$ cat src/tksi_pkg.sv
// shared types, constants and the name normalisation function of the top-k table
`default_nettype none

package tksi_pkg;

    localparam int TABLE_ENTRIES = 10;
    localparam int NAME_CHARS    = 8;

    localparam int NAME_W  = 64;
    localparam int SCORE_W = 32;
    localparam int TIME_W  = 32;
    localparam int PHASE_W = 8;
    localparam int RIDX_W  = 6;
    localparam int POS_W   = 6;
    localparam int OCNT_W  = 7;

    localparam logic [7:0] CH_LOWER_A  = 8'h61;
    localparam logic [7:0] CH_LOWER_Z  = 8'h7a;
    localparam logic [7:0] CASE_OFFSET = 8'd32;

    localparam logic ACT_INSERT = 1'b0;
    localparam logic ACT_READ   = 1'b1;

    typedef enum logic [2:0] {
        ST_INSERTED = 3'd0,
        ST_EMPTY    = 3'd1,
        ST_DUP      = 3'd2,
        ST_LOW      = 3'd3,
        ST_READ_OK  = 3'd4,
        ST_RANGE    = 3'd5
    } t_status;

    typedef struct packed {
        logic                      action;
        logic [NAME_W-1:0]         name_bytes;
        logic signed [SCORE_W-1:0] score;
        logic [TIME_W-1:0]         time_word;
        logic [PHASE_W-1:0]        phase;
        logic [RIDX_W-1:0]         read_index;
    } t_in_req;

    typedef struct packed {
        t_status                   status;
        logic [POS_W-1:0]          position;
        logic [OCNT_W-1:0]         count;
        logic [NAME_W-1:0]         entry_name;
        logic signed [SCORE_W-1:0] entry_score;
        logic [TIME_W-1:0]         entry_time;
        logic [PHASE_W-1:0]        entry_phase;
    } t_out_rsp;

    typedef struct packed {
        logic [NAME_W-1:0]         name;
        logic signed [SCORE_W-1:0] score;
        logic [TIME_W-1:0]         time_word;
        logic [PHASE_W-1:0]        phase;
    } t_entry;

    // cut at first zero byte or NAME_CHARS, upper-case a..z
    function automatic logic [NAME_W-1:0] normalize_name(input logic [NAME_W-1:0] raw);
        logic [NAME_W-1:0] res;
        logic              stop;
        logic [7:0]        c;
        res  = '0;
        stop = 1'b0;
        for (int i = 0; i < 8; i++) begin
            c = raw[8*i +: 8];
            if (i >= NAME_CHARS || c == 8'd0) begin
                stop = 1'b1;
            end
            if (!stop) begin
                if (c >= CH_LOWER_A && c <= CH_LOWER_Z) begin
                    c = c - CASE_OFFSET;
                end
                res[8*i +: 8] = c;
            end
        end
        return res;
    endfunction

endpackage

`default_nettype wire

$ cat src/tksi_ram.sv
// entry store: one write port, one registered read port
`default_nettype none

module tksi_ram #(
    parameter int  DEPTH = tksi_pkg::TABLE_ENTRIES,
    localparam int AW    = (DEPTH > 1) ? $clog2(DEPTH) : 1
) (
    input  wire logic                    i_clk,
    input  wire logic                    i_wr_en,
    input  wire logic [AW-1:0]           i_wr_addr,
    input  wire tksi_pkg::t_entry        i_wr_data,
    input  wire logic                    i_rd_en,
    input  wire logic [AW-1:0]           i_rd_addr,
    output tksi_pkg::t_entry             o_rd_data
);

    tksi_pkg::t_entry r_mem [DEPTH];
    tksi_pkg::t_entry r_rd_data;

    always_ff @(posedge i_clk) begin
        if (i_wr_en) begin
            r_mem[i_wr_addr] <= i_wr_data;
        end
        if (i_rd_en) begin
            r_rd_data <= r_mem[i_rd_addr];
        end
    end

    assign o_rd_data = r_rd_data;

endmodule

`default_nettype wire

$ cat src/top_k_sorted_insert_unique.sv
// top-k table sorted by descending score with unique upper-case names
// path: a read goes through S_READ; an out-of-range read or an empty name goes straight
//   to S_RESULT; an insert runs S_SCAN and S_DECIDE, a rejected one then ends, an accepted
//   one runs S_SHIFT when entries move, then S_WRITE; all end in S_RESULT and the output register
// throughput: one request at a time; the scan and the shift walk the store one entry a cycle
// reset: synchronous active-low reset empties the table; entry contents are not cleared
`default_nettype none

module top_k_sorted_insert_unique #(
    parameter int TABLE_ENTRIES = tksi_pkg::TABLE_ENTRIES
) (
    input  wire logic               i_clk,
    input  wire logic               i_rst_n,
    // request channel
    input  wire logic               i_in_valid,
    output logic                    o_in_stall,
    input  wire tksi_pkg::t_in_req  i_in_req,
    // response channel
    output logic                    o_out_valid,
    input  wire logic               i_out_stall,
    output tksi_pkg::t_out_rsp      o_out_rsp
);

    // index width into the store and width of the entry count
    localparam int IDX_W = (TABLE_ENTRIES > 1) ? $clog2(TABLE_ENTRIES) : 1;
    localparam int CNT_W = $clog2(TABLE_ENTRIES + 1);
    localparam logic [CNT_W-1:0] FULL_CNT = CNT_W'(TABLE_ENTRIES);
    localparam int NAME_W_L = tksi_pkg::NAME_W;

    typedef enum logic [2:0] {
        S_IDLE,
        S_SCAN,     // walk all filled entries: duplicate name and first lower score
        S_DECIDE,   // pick status, start the shift or the write
        S_SHIFT,    // move entries pos..newc-2 one place down, highest first
        S_WRITE,    // drop the new entry into its slot
        S_READ,     // read data comes back from the store
        S_RESULT    // hand the response to the output register
    } t_state;

    t_state                        r_state, n_state;
    logic [CNT_W-1:0]              r_count, n_count;
    logic [CNT_W-1:0]              r_newc, n_newc;
    logic [CNT_W-1:0]              r_ridx, n_ridx;   // next address to read
    logic [IDX_W-1:0]              r_cidx, n_cidx;   // address of data coming back
    logic                          r_pend, n_pend;   // read issued last cycle
    logic                          r_more, n_more;   // shift still has sources to read
    logic                          r_dup, n_dup;
    logic                          r_found, n_found;
    logic [CNT_W-1:0]              r_pos, n_pos;
    tksi_pkg::t_entry              r_new, n_new;     // normalised request being inserted
    tksi_pkg::t_out_rsp            r_rsp, n_rsp;     // response waiting for the output register
    tksi_pkg::t_out_rsp            r_out, n_out;
    logic                          r_out_valid, n_out_valid;

    // entry store port signals
    logic                          ram_wr_en;
    logic [IDX_W-1:0]              ram_wr_addr;
    tksi_pkg::t_entry              ram_wr_data;
    logic                          ram_rd_en;
    logic [IDX_W-1:0]              ram_rd_addr;
    tksi_pkg::t_entry              ram_rd_data;

    // decision values
    logic [CNT_W-1:0]              dec_pos;
    logic                          dec_full;
    logic [CNT_W-1:0]              dec_newc;
    logic [NAME_W_L-1:0]           in_name;

    tksi_ram #(
        .DEPTH (TABLE_ENTRIES)
    ) u_ram (
        .i_clk     (i_clk),
        .i_wr_en   (ram_wr_en),
        .i_wr_addr (ram_wr_addr),
        .i_wr_data (ram_wr_data),
        .i_rd_en   (ram_rd_en),
        .i_rd_addr (ram_rd_addr),
        .o_rd_data (ram_rd_data)
    );

    assign in_name  = tksi_pkg::normalize_name(i_in_req.name_bytes);
    // no lower score found means the new entry goes at the end
    assign dec_pos  = r_found ? r_pos : r_count;
    assign dec_full = (r_count == FULL_CNT);
    assign dec_newc = dec_full ? r_count : r_count + CNT_W'(1);

    assign o_in_stall = (r_state != S_IDLE);

    always_comb begin
        n_state     = r_state;
        n_count     = r_count;
        n_newc      = r_newc;
        n_ridx      = r_ridx;
        n_cidx      = r_cidx;
        n_pend      = 1'b0;
        n_more      = r_more;
        n_dup       = r_dup;
        n_found     = r_found;
        n_pos       = r_pos;
        n_new       = r_new;
        n_rsp       = r_rsp;
        n_out       = r_out;
        // output register empties when the downstream side takes it
        n_out_valid = r_out_valid & i_out_stall;
        ram_wr_en   = 1'b0;
        ram_wr_addr = '0;
        ram_wr_data = r_new;
        ram_rd_en   = 1'b0;
        ram_rd_addr = '0;

        unique case (r_state)
            S_IDLE: begin
                if (i_in_valid) begin
                    n_rsp          = '0;
                    n_rsp.count    = tksi_pkg::OCNT_W'(r_count);
                    if (i_in_req.action == tksi_pkg::ACT_READ) begin
                        if ({1'b0, i_in_req.read_index} < tksi_pkg::OCNT_W'(r_count)) begin
                            ram_rd_en   = 1'b1;
                            ram_rd_addr = i_in_req.read_index[IDX_W-1:0];
                            n_state     = S_READ;
                        end else begin
                            n_rsp.status = tksi_pkg::ST_RANGE;
                            n_state      = S_RESULT;
                        end
                    end else begin
                        n_new.name      = in_name;
                        n_new.score     = i_in_req.score;
                        n_new.time_word = i_in_req.time_word;
                        n_new.phase     = i_in_req.phase;
                        n_ridx          = '0;
                        n_dup           = 1'b0;
                        n_found         = 1'b0;
                        if (in_name[7:0] == 8'd0) begin
                            n_rsp.status = tksi_pkg::ST_EMPTY;
                            n_state      = S_RESULT;
                        end else begin
                            n_state = S_SCAN;
                        end
                    end
                end
            end

            S_SCAN: begin
                // one read issued per cycle, compared the cycle after
                if (r_ridx < r_count) begin
                    ram_rd_en   = 1'b1;
                    ram_rd_addr = r_ridx[IDX_W-1:0];
                    n_cidx      = r_ridx[IDX_W-1:0];
                    n_pend      = 1'b1;
                    n_ridx      = r_ridx + CNT_W'(1);
                end
                if (r_pend) begin
                    if (ram_rd_data.name == r_new.name) begin
                        n_dup = 1'b1;
                    end
                    if (!r_found && (r_new.score > ram_rd_data.score)) begin
                        n_found = 1'b1;
                        n_pos   = CNT_W'(r_cidx);
                    end
                end
                if (!r_pend && (r_ridx >= r_count)) begin
                    n_state = S_DECIDE;
                end
            end

            S_DECIDE: begin
                n_rsp       = '0;
                n_rsp.count = tksi_pkg::OCNT_W'(r_count);
                priority if (r_dup) begin
                    n_rsp.status = tksi_pkg::ST_DUP;
                    n_state      = S_RESULT;
                end else if (dec_full && !r_found) begin
                    // full table and no entry with a lower score
                    n_rsp.status = tksi_pkg::ST_LOW;
                    n_state      = S_RESULT;
                end else begin
                    n_pos  = dec_pos;
                    n_newc = dec_newc;
                    if ((dec_newc - CNT_W'(1)) > dec_pos) begin
                        n_ridx  = dec_newc - CNT_W'(2);
                        n_more  = 1'b1;
                        n_state = S_SHIFT;
                    end else begin
                        n_state = S_WRITE;
                    end
                end
            end

            S_SHIFT: begin
                // read source j while writing the previous source to its next slot
                if (r_more) begin
                    ram_rd_en   = 1'b1;
                    ram_rd_addr = r_ridx[IDX_W-1:0];
                    n_cidx      = r_ridx[IDX_W-1:0];
                    n_pend      = 1'b1;
                    if (r_ridx == r_pos) begin
                        n_more = 1'b0;
                    end else begin
                        n_ridx = r_ridx - CNT_W'(1);
                    end
                end
                if (r_pend) begin
                    ram_wr_en   = 1'b1;
                    ram_wr_addr = r_cidx + IDX_W'(1);
                    ram_wr_data = ram_rd_data;
                end
                if (!r_more && !r_pend) begin
                    n_state = S_WRITE;
                end
            end

            S_WRITE: begin
                ram_wr_en      = 1'b1;
                ram_wr_addr    = r_pos[IDX_W-1:0];
                ram_wr_data    = r_new;
                n_count        = r_newc;
                n_rsp          = '0;
                n_rsp.status   = tksi_pkg::ST_INSERTED;
                n_rsp.position = tksi_pkg::POS_W'(r_pos);
                n_rsp.count    = tksi_pkg::OCNT_W'(r_newc);
                n_state        = S_RESULT;
            end

            S_READ: begin
                n_rsp.status      = tksi_pkg::ST_READ_OK;
                n_rsp.entry_name  = ram_rd_data.name;
                n_rsp.entry_score = ram_rd_data.score;
                n_rsp.entry_time  = ram_rd_data.time_word;
                n_rsp.entry_phase = ram_rd_data.phase;
                n_state           = S_RESULT;
            end

            S_RESULT: begin
                if (!r_out_valid || !i_out_stall) begin
                    n_out       = r_rsp;
                    n_out_valid = 1'b1;
                    n_state     = S_IDLE;
                end
            end

            default: begin
                n_state = S_IDLE;
            end
        endcase
    end

    always_ff @(posedge i_clk) begin
        if (!i_rst_n) begin
            r_state     <= S_IDLE;
            r_count     <= '0;
            r_pend      <= 1'b0;
            r_more      <= 1'b0;
            r_out_valid <= 1'b0;
        end else begin
            r_state     <= n_state;
            r_count     <= n_count;
            r_pend      <= n_pend;
            r_more      <= n_more;
            r_out_valid <= n_out_valid;
        end
        // payload and per-request working registers
        r_newc  <= n_newc;
        r_ridx  <= n_ridx;
        r_cidx  <= n_cidx;
        r_dup   <= n_dup;
        r_found <= n_found;
        r_pos   <= n_pos;
        r_new   <= n_new;
        r_rsp   <= n_rsp;
        r_out   <= n_out;
    end

    assign o_out_valid = r_out_valid;
    assign o_out_rsp   = r_out;

    // table never holds more than its capacity
    a_count_bound: assert property (@(posedge i_clk) disable iff (!i_rst_n)
        r_count <= FULL_CNT)
        else $error("entry count above capacity");

    // the store is only written while shifting or placing a new entry
    a_write_window: assert property (@(posedge i_clk) disable iff (!i_rst_n)
        ram_wr_en |-> (r_state == S_SHIFT || r_state == S_WRITE))
        else $error("store written outside insert");

    // an insert lands inside the valid part of the table
    a_insert_pos: assert property (@(posedge i_clk) disable iff (!i_rst_n)
        (o_out_valid && o_out_rsp.status == tksi_pkg::ST_INSERTED)
        |-> (o_out_rsp.position < o_out_rsp.count))
        else $error("insert position beyond count");

    // a new response only comes from the result state
    a_rsp_source: assert property (@(posedge i_clk) disable iff (!i_rst_n)
        (n_out_valid && !r_out_valid) |-> (r_state == S_RESULT))
        else $error("response loaded outside result state");

    // the count changes only when an entry is written in
    a_count_change: assert property (@(posedge i_clk) disable iff (!i_rst_n)
        (n_count != r_count) |-> (r_state == S_WRITE))
        else $error("count changed without insert");

endmodule

`default_nettype wire

$ cat config.mk
export PLATFORM = sky130hd
export DESIGN_NAME = top_k_sorted_insert_unique
export DESIGN_NICKNAME = d
export VERILOG_FILES = /design/src/tksi_pkg.sv /design/src/tksi_ram.sv /design/src/top_k_sorted_insert_unique.sv
export SDC_FILE = /design/constraint.sdc
export NUM_CORES = 2
export LEC_CHECK = 0
export BUFFER_PORTS_ARGS = -buffer_cell sky130_fd_sc_hd__buf_2
export CAP_MARGIN = 10
export CORE_ASPECT_RATIO = 0.9
export CORE_MARGIN = 4
export CORE_UTILIZATION = 50
export DETAILED_ROUTE_END_ITERATION = 10
export GPL_ROUTABILITY_DRIVEN = 0
export GPL_TIMING_DRIVEN = 0
export PLACE_DENSITY = 0.71
export SETUP_SLACK_MARGIN = 0.15
export SLEW_MARGIN = 5
export SYNTH_ARGS = -nofsm -noshare
export SYNTH_HDL_FRONTEND = slang
export SYNTH_SLANG_ARGS = --single-unit
$ cat constraint.sdc
create_clock -name i_clk -period 14.3 [get_ports i_clk]
set_clock_uncertainty 0.15 [all_clocks]
set_input_delay 1.43 -clock i_clk [delete_from_list [all_inputs] [get_ports i_clk]]
set_output_delay 1.43 -clock i_clk [all_outputs]
set_load 0.01 [all_outputs]
# After elaboration in Yosys (flattened, before gate mapping)
# Memories as Yosys holds them, arrays and structs flattened. A register that Yosys moved wholly into a read port is not among the register bits.
# Cells that the tools add are included.
# totals
latch_bits	0
out_inout_bits	154
mem_bits_ro	0
ram_bits	1360
ff_bits	468
n_memories	1
in_bits	147
word_cells	244
# mem_list
name	depth	word_bits	rd	rd_clocked_by_memory_dff	wr	line_no	rtl
u_ram.r_mem	10	136	1	1	1	tksi_ram.sv:17	tksi_pkg::t_entry r_mem [DEPTH];
# classes
bitwise_logic	4
magnitude_cmp	21
muxes	93
div_mod_pow	0
n_shift	0
addsub	14
mul	0
reduce_logical	52
n_eq_ne	23
# op_table
cell	count
136-bit case mux with 3 select lines	1
136-bit two-way mux	2
152-bit two-way mux	1
4-bit two-way mux	22
8-bit zero test	9
8-bit two-way mux	9
64-bit equality test	1
8-bit by 7-bit >= comparator with 1-bit output, second input constant	8
8-bit by 7-bit less-or-equal comparator with 1-bit output, second input constant	8
8-bit by 6-bit subtractor with 8-bit output, second input constant	8
13-bit case mux with 3 select lines	1
3-bit two-way mux	11
32-bit greater-than comparator	1
1-bit two-way mux	30
2-bit inequality test, second input constant	14
4-bit case mux with 2 select lines	3
3-bit case mux with 6 select lines	1
4-bit case mux with 4 select lines	1
5-bit AND reduction	3
4-bit by 1-bit adder with 4-bit output, second input constant	3
1-bit logical AND	12
3-bit case mux with 4 select lines	1
4-bit case mux with 3 select lines	1
1-bit case mux with 2 select lines	5
other kinds (26)	51

# Logic depth before layout (Yosys ltp)
# depth
word_depth	9
depth_mapped	15
ltp_nobuf	15

# Cells and area by module
# From an unflattened synthesis, not the netlist that was laid out.
# hier_totals
cells_unflattened	4291
hier_area_um2	77071.4
# by_module_without_submodules
module	seq_area_each_um2	instances	cells_each	area_per_inst_um2
tksi_ram	44923.1	1	2906	57083.5
top_k_sorted_insert_unique	13653.1	1	1385	19987.9

# Worst setup path after synthesis
# No wires, ideal clock.
# synth_timing
kind	input to register
start	input port i_out_stall
end	register r_out (netlist bit o_out_rsp[0]) (enable)
slack_ns	5.107
n_path_buf	0
path_stages	1
setup_time_ns	0.702
t_arrival_ns	8.341
required_time_ns	13.448
path_cell_list	a21oi_1
# synth_between
elab_chain_cells	3
# synth_lines
item	line_no	rtl
start, declared	top_k_sorted_insert_unique.sv:20	input wire logic i_out_stall,
1-bit zero test	top_k_sorted_insert_unique.sv:234	if (!r_out_valid || !i_out_stall) begin
1-bit logical OR	top_k_sorted_insert_unique.sv:234	
2-bit AND reduction (no line)	--	
end signal, assigned	top_k_sorted_insert_unique.sv:270	r_out <= n_out;
end, declared	top_k_sorted_insert_unique.sv:52	tksi_pkg::t_out_rsp r_out, n_out;
# Every way passes these cells.
# A chain may end at the register's enable or synchronous reset.

# Final worst setup path
# layout_timing
start	register r_state[1]
end	memory u_ram.r_mem[0][97] (netlist name) (enable)
# layout_between
elab_chain_cells	4
word_cells_on_any_way	6
cone_classes	eq/ne: 2; mux: 4
# layout_lines
item	line_no	rtl
start, declared	top_k_sorted_insert_unique.sv:40	t_state r_state, n_state;
start signal, assigned	top_k_sorted_insert_unique.sv:255	r_state <= n_state;
3-bit equality test or 3-bit by 2-bit equality test with 1-bit output (tied branches)	top_k_sorted_insert_unique.sv:111	unique case (r_state)
1-bit case mux with 2 select lines	top_k_sorted_insert_unique.sv:111	
1-bit two-way mux	tksi_ram.sv:21	if (i_wr_en) begin
1-bit two-way mux (not written as such)	tksi_ram.sv:22	r_mem[i_wr_addr] <= i_wr_data;
end, declared	tksi_ram.sv:17	
# Several ways; a longest one is shown, not always the timed one.

==> impl_table.tex <==
\begin{tabular}{lr}
\hline
Metric & Value \\
\hline
\multicolumn{2}{l}{\textbf{Run status}} \\
Result of the run & finished clean \\
\multicolumn{2}{l}{\textbf{Power}} \\
Logic gate share of total power & 0.192 \\
Sequential power share & 0.498 \\
Post-route total power & around 16 mW \\
Power density of the placed cells & 175 nW/µm² \\
Max VDD drop & around 0.14 mV \\
Net switching power & $\sim$4.4 mW \\
Internal power component & around 11 mW \\
Clock network power share & 0.310 \\
Static Leakage & between 30 and 40 nW \\
Switching share of power & 0.280 \\
\multicolumn{2}{l}{\textbf{GRT}} \\
Pin count of the biggest net entering global routing & between 50 and 60 \\
Total global routing overflow & 0 \\
Vias in the first global route & around 45000 \\
Antenna violations before repair & 12 \\
Overall routing resource usage & 0.247 \\
Wire length of the first global-routing pass & about 300000 µm \\
\multicolumn{2}{l}{\textbf{Layout}} \\
Post-layout util & 0.584 \\
Layout cell share with drive strength beyond 1 & 0.204 \\
Synth-to-layout area growth & 15.6\% \\
Post-layout nets & approximately 5500 \\
Number of non-filler instances in the completed layout & 7455 \\
\multicolumn{2}{l}{\textbf{Logic synthesis}} \\
Post-synth ARST share & 0 \\
Cell type with the highest aggregate area in the netlist & edfxtp\_1 \\
Synthesis-stage register bit count & between 1500 and 2000 \\
Number of enable-type register cells in the synthesized netlist & 1944 \\
Avg Cell Area, Syn & 16.4 µm² \\
Commonest cells in the netlist & edfxtp\_1 (1944), nand2\_1 (660), mux2\_2 (226), and2\_1 (171), and3\_1 (155) \\
Synth top area cells & edfxtp\_1 (75\%), mux2\_2 (3.3\%), nand2\_1 (3.2\%) \\
Register area share after synthesis & 0.757 \\
Count of distinct cell types in the synthesized netlist & between 70 and 80 \\
Dominant register cell in the synthesized netlist & edfxtp\_1 \\
Top cell type's share of synthesized area & 0.755 \\
Synth warnings & 0 \\
Mapped Cells & roughly 4700 \\
Library cell with the highest instance count after synthesis & edfxtp\_1 \\
Cell area after technology mapping & roughly 77000 µm² \\
\multicolumn{2}{l}{\textbf{Setup path}} \\
Type of element capturing the critical path & register \\
Worst-path fanout max & 24 \\
Endpoint arrival time on the critical path & 5140 ps \\
Crit start category & register \\
Type of the worst setup path & reg2reg \\
Worst path required time & roughly 15000 ps \\
\multicolumn{2}{l}{\textbf{Clocking}} \\
Sink count of the clock tree & $\sim$2000 \\
Root Driver & clkbuf\_16 \\
Clock slew at reported path FFs & approximately 60 ps \\
TritonCTS clock tree & built \\
Number of H-tree levels & 4 \\
\# Post-CTS Setup Buffers & 0 \\
Count of cells resized by post-cts repair & 0 \\
Post-CTS Hold Buffers & 0 \\
Clock latency at the later pin of the worst-skew pair & 830 ps \\
CTS buffer count & between 150 and 200 \\
Largest buffer count on any clock path & 3 \\
\multicolumn{2}{l}{\textbf{STA}} \\
Worst rel slew slack & 0.134 \\
Final setup viols & 0 \\
Total Neg Setup Slack & 0 ps \\
Timing-limited maximum frequency & between 200 and 250 MHz \\
Tmin final & $\sim$4800 ps \\
Final clock period utilization by the worst path & 0.335 \\
Slew at the pin closest to its max-slew limit & 1300 ps \\
Final Hold Vio Count & 0 \\
Unrepaired setup endpoints after global routing & no \\
Count of final max-slew check failures & 0 \\
\multicolumn{2}{l}{\textbf{Place}} \\
Sum of net half-perimeters after detailed placement & between 100000 and 150000 µm \\
Input/output buffers & 295 \\
Dpl cells & about 7100 \\
\multicolumn{2}{l}{\textbf{Routing}} \\
Post-route ant nets & 0 \\
Via count & approximately 45000 \\
Post-route DRC & 0 \\
Detailed-routing iteration count for the pre-antenna-repair pass & 9 \\
Iteration-0 DRC count of the detailed router & roughly 5100 \\
Detailed Route WL & around 200000 µm \\
Ratio of routed vias to standard cells & around 6.0 \\
Routed WL per cell & about 27 µm \\
\multicolumn{2}{l}{\textbf{Die}} \\
Top Ports & roughly 300 \\
Die Y & $\sim$380 µm \\
Number of core rows & about 140 \\
Width of the chip & roughly 420 µm \\
Die area & around 160000 µm² \\
Placeable Area & 153000 µm² \\
Starting density of the core & 0.505 \\
\multicolumn{2}{l}{\textbf{Flow run}} \\
Max-cap violation count & 0 \\
\multicolumn{2}{l}{\textbf{Hold path}} \\
Worst hold-check path type & reg2reg \\
\hline
\end{tabular}
==> cells in the final DEF (no fill, tap or decap), types with 7 or more instances in the layout <==
| cell | n |
|---|---|
| xnor2_1 | 70 |
| buf_2 | 362 |
| nor2_1 | 44 |
| clkbuf_1 | 176 |
| nand3_1 | 15 |
| buf_4 | 24 |
| a221oi_1 | 56 |
| mux2_1 | 46 |
| and2_1 | 171 |
| dfxtp_1 | 10 |
| a31o_1 | 129 |
| clkbuf_16 | 196 |
| buf_12 | 57 |
| diode_2 | 10 |
| a31o_2 | 7 |
| and3_1 | 155 |
| buf_6 | 29 |
| buf_1 | 20 |
| a211oi_1 | 147 |
| nor2b_1 | 8 |
| nor3_1 | 22 |
| buf_16 | 26 |
| clkinv_2 | 32 |
| o211ai_1 | 7 |
| o21ai_0 | 56 |
| nor2_4 | 12 |
| o22ai_1 | 138 |
| inv_1 | 63 |
| xor2_1 | 8 |
| mux2i_1 | 142 |
| ha_1 | 57 |
| nor4_1 | 15 |
| a21oi_1 | 40 |
| bufinv_16 | 12 |
| mux2_2 | 226 |
| a221oi_2 | 80 |
| nand2_1 | 660 |
| nand4_1 | 25 |
| edfxtp_1 | 1944 |
| clkinv_1 | 50 |
==> worst max-delay path, stage by stage (launching register included) <==
cell      delay (ps)
dfxtp_1          470
and3b_1          190
buf_2            190
and2_1           180
clkbuf_2         550
clkbuf_1        1010
o211ai_1         490
nor2_4           650
buf_12           290
buf_12           240
==> layer usage <==
layer  vias to the layer above  share of wire  global-route usage
met2                      2260           0.49               0.409
met4                         0          0.051               0.120
met5                         -              0                   0
li1                      19400              -                   -
met3                       437          0.082              0.0492
met1                     22500           0.38               0.314
==> area by class of cell <==
class	count	area (µm²)
Fill cell	11300	63700
Sequential cell	1954	58600
Multi-Input combinational cell	2414	17200
Clock buffer	236	5080
Timing Repair Buffer	387	3390
Tap cell	2001	2500
Buffer	277	1430
Clock inverter	113	943
Inverter	63	236
Antenna cell	10	25.0
==> flip-flops by register name, summed over array words and instances (netlist names) <==
register	count
r_rsp	147
o_out_rsp	147
r_dup	1
r_found	1
u_ram.r_mem	1360
r_cidx	4
r_state	3
o_out_valid	1
r_pos	4
r_newc	4
u_ram.o_rd_data	136
r_pend	1
r_new	136
r_ridx	4
r_more	1
r_count	4
==> logic make-up after synthesis <==
logic type | Yosys count | synth area share
and+or+nand+nor | 1158 | 0.0706
buffers and inverters | 340 | 0.0214
AOI/OAI and AO/OA | 700 | 0.0742
adders and majority gates | 58 | 0.00948
other | 1 | 0.0000485
DFF | 1954 | 0.757
muxes | 415 | 0.0581
xor gates and xnor gates | 78 | 0.00883
==> power by group through the flow <==
stage | logic, mW | clock network, mW | registers (mW)
2_1_floorplan | 1.71 | 0 | 8.00
3_3_place_gp | 2.61 | 0 | 8.28
3_5_place_dp | 2.98 | 0 | 7.92
4_1_cts | 3.00 | 4.92 | 7.81
5_1_grt | 3.22 | 5.18 | 7.86
6_report | 3.01 | 4.87 | 7.81
==> through the flow <==
step	hold WS [ps]	setup slack, ps	area, µm²
2_1_floorplan	250	5110	77400
3_3_place_gp	252	-1320	81300
3_5_place_dp	255	9240	83300
5_1_grt	266	9460	89400
6_report	260	9500	89400
4_1_cts	252	9640	89400
==> path summary, 6_finish.rpt <==
path                            startpoint  slack, ps                 end  depth (start not counted)
worst max-delay path            r_state[1]       9500  u_ram.r_mem[0][97]                          9
worst min register to register   r_rsp[53]        260       o_out_rsp[53]                          0
worst min-delay path             r_rsp[53]        260       o_out_rsp[53]                          0
worst max register to register  r_state[1]       9500  u_ram.r_mem[0][97]                          9
Note: power is estimated with default switching activity, not from simulation.
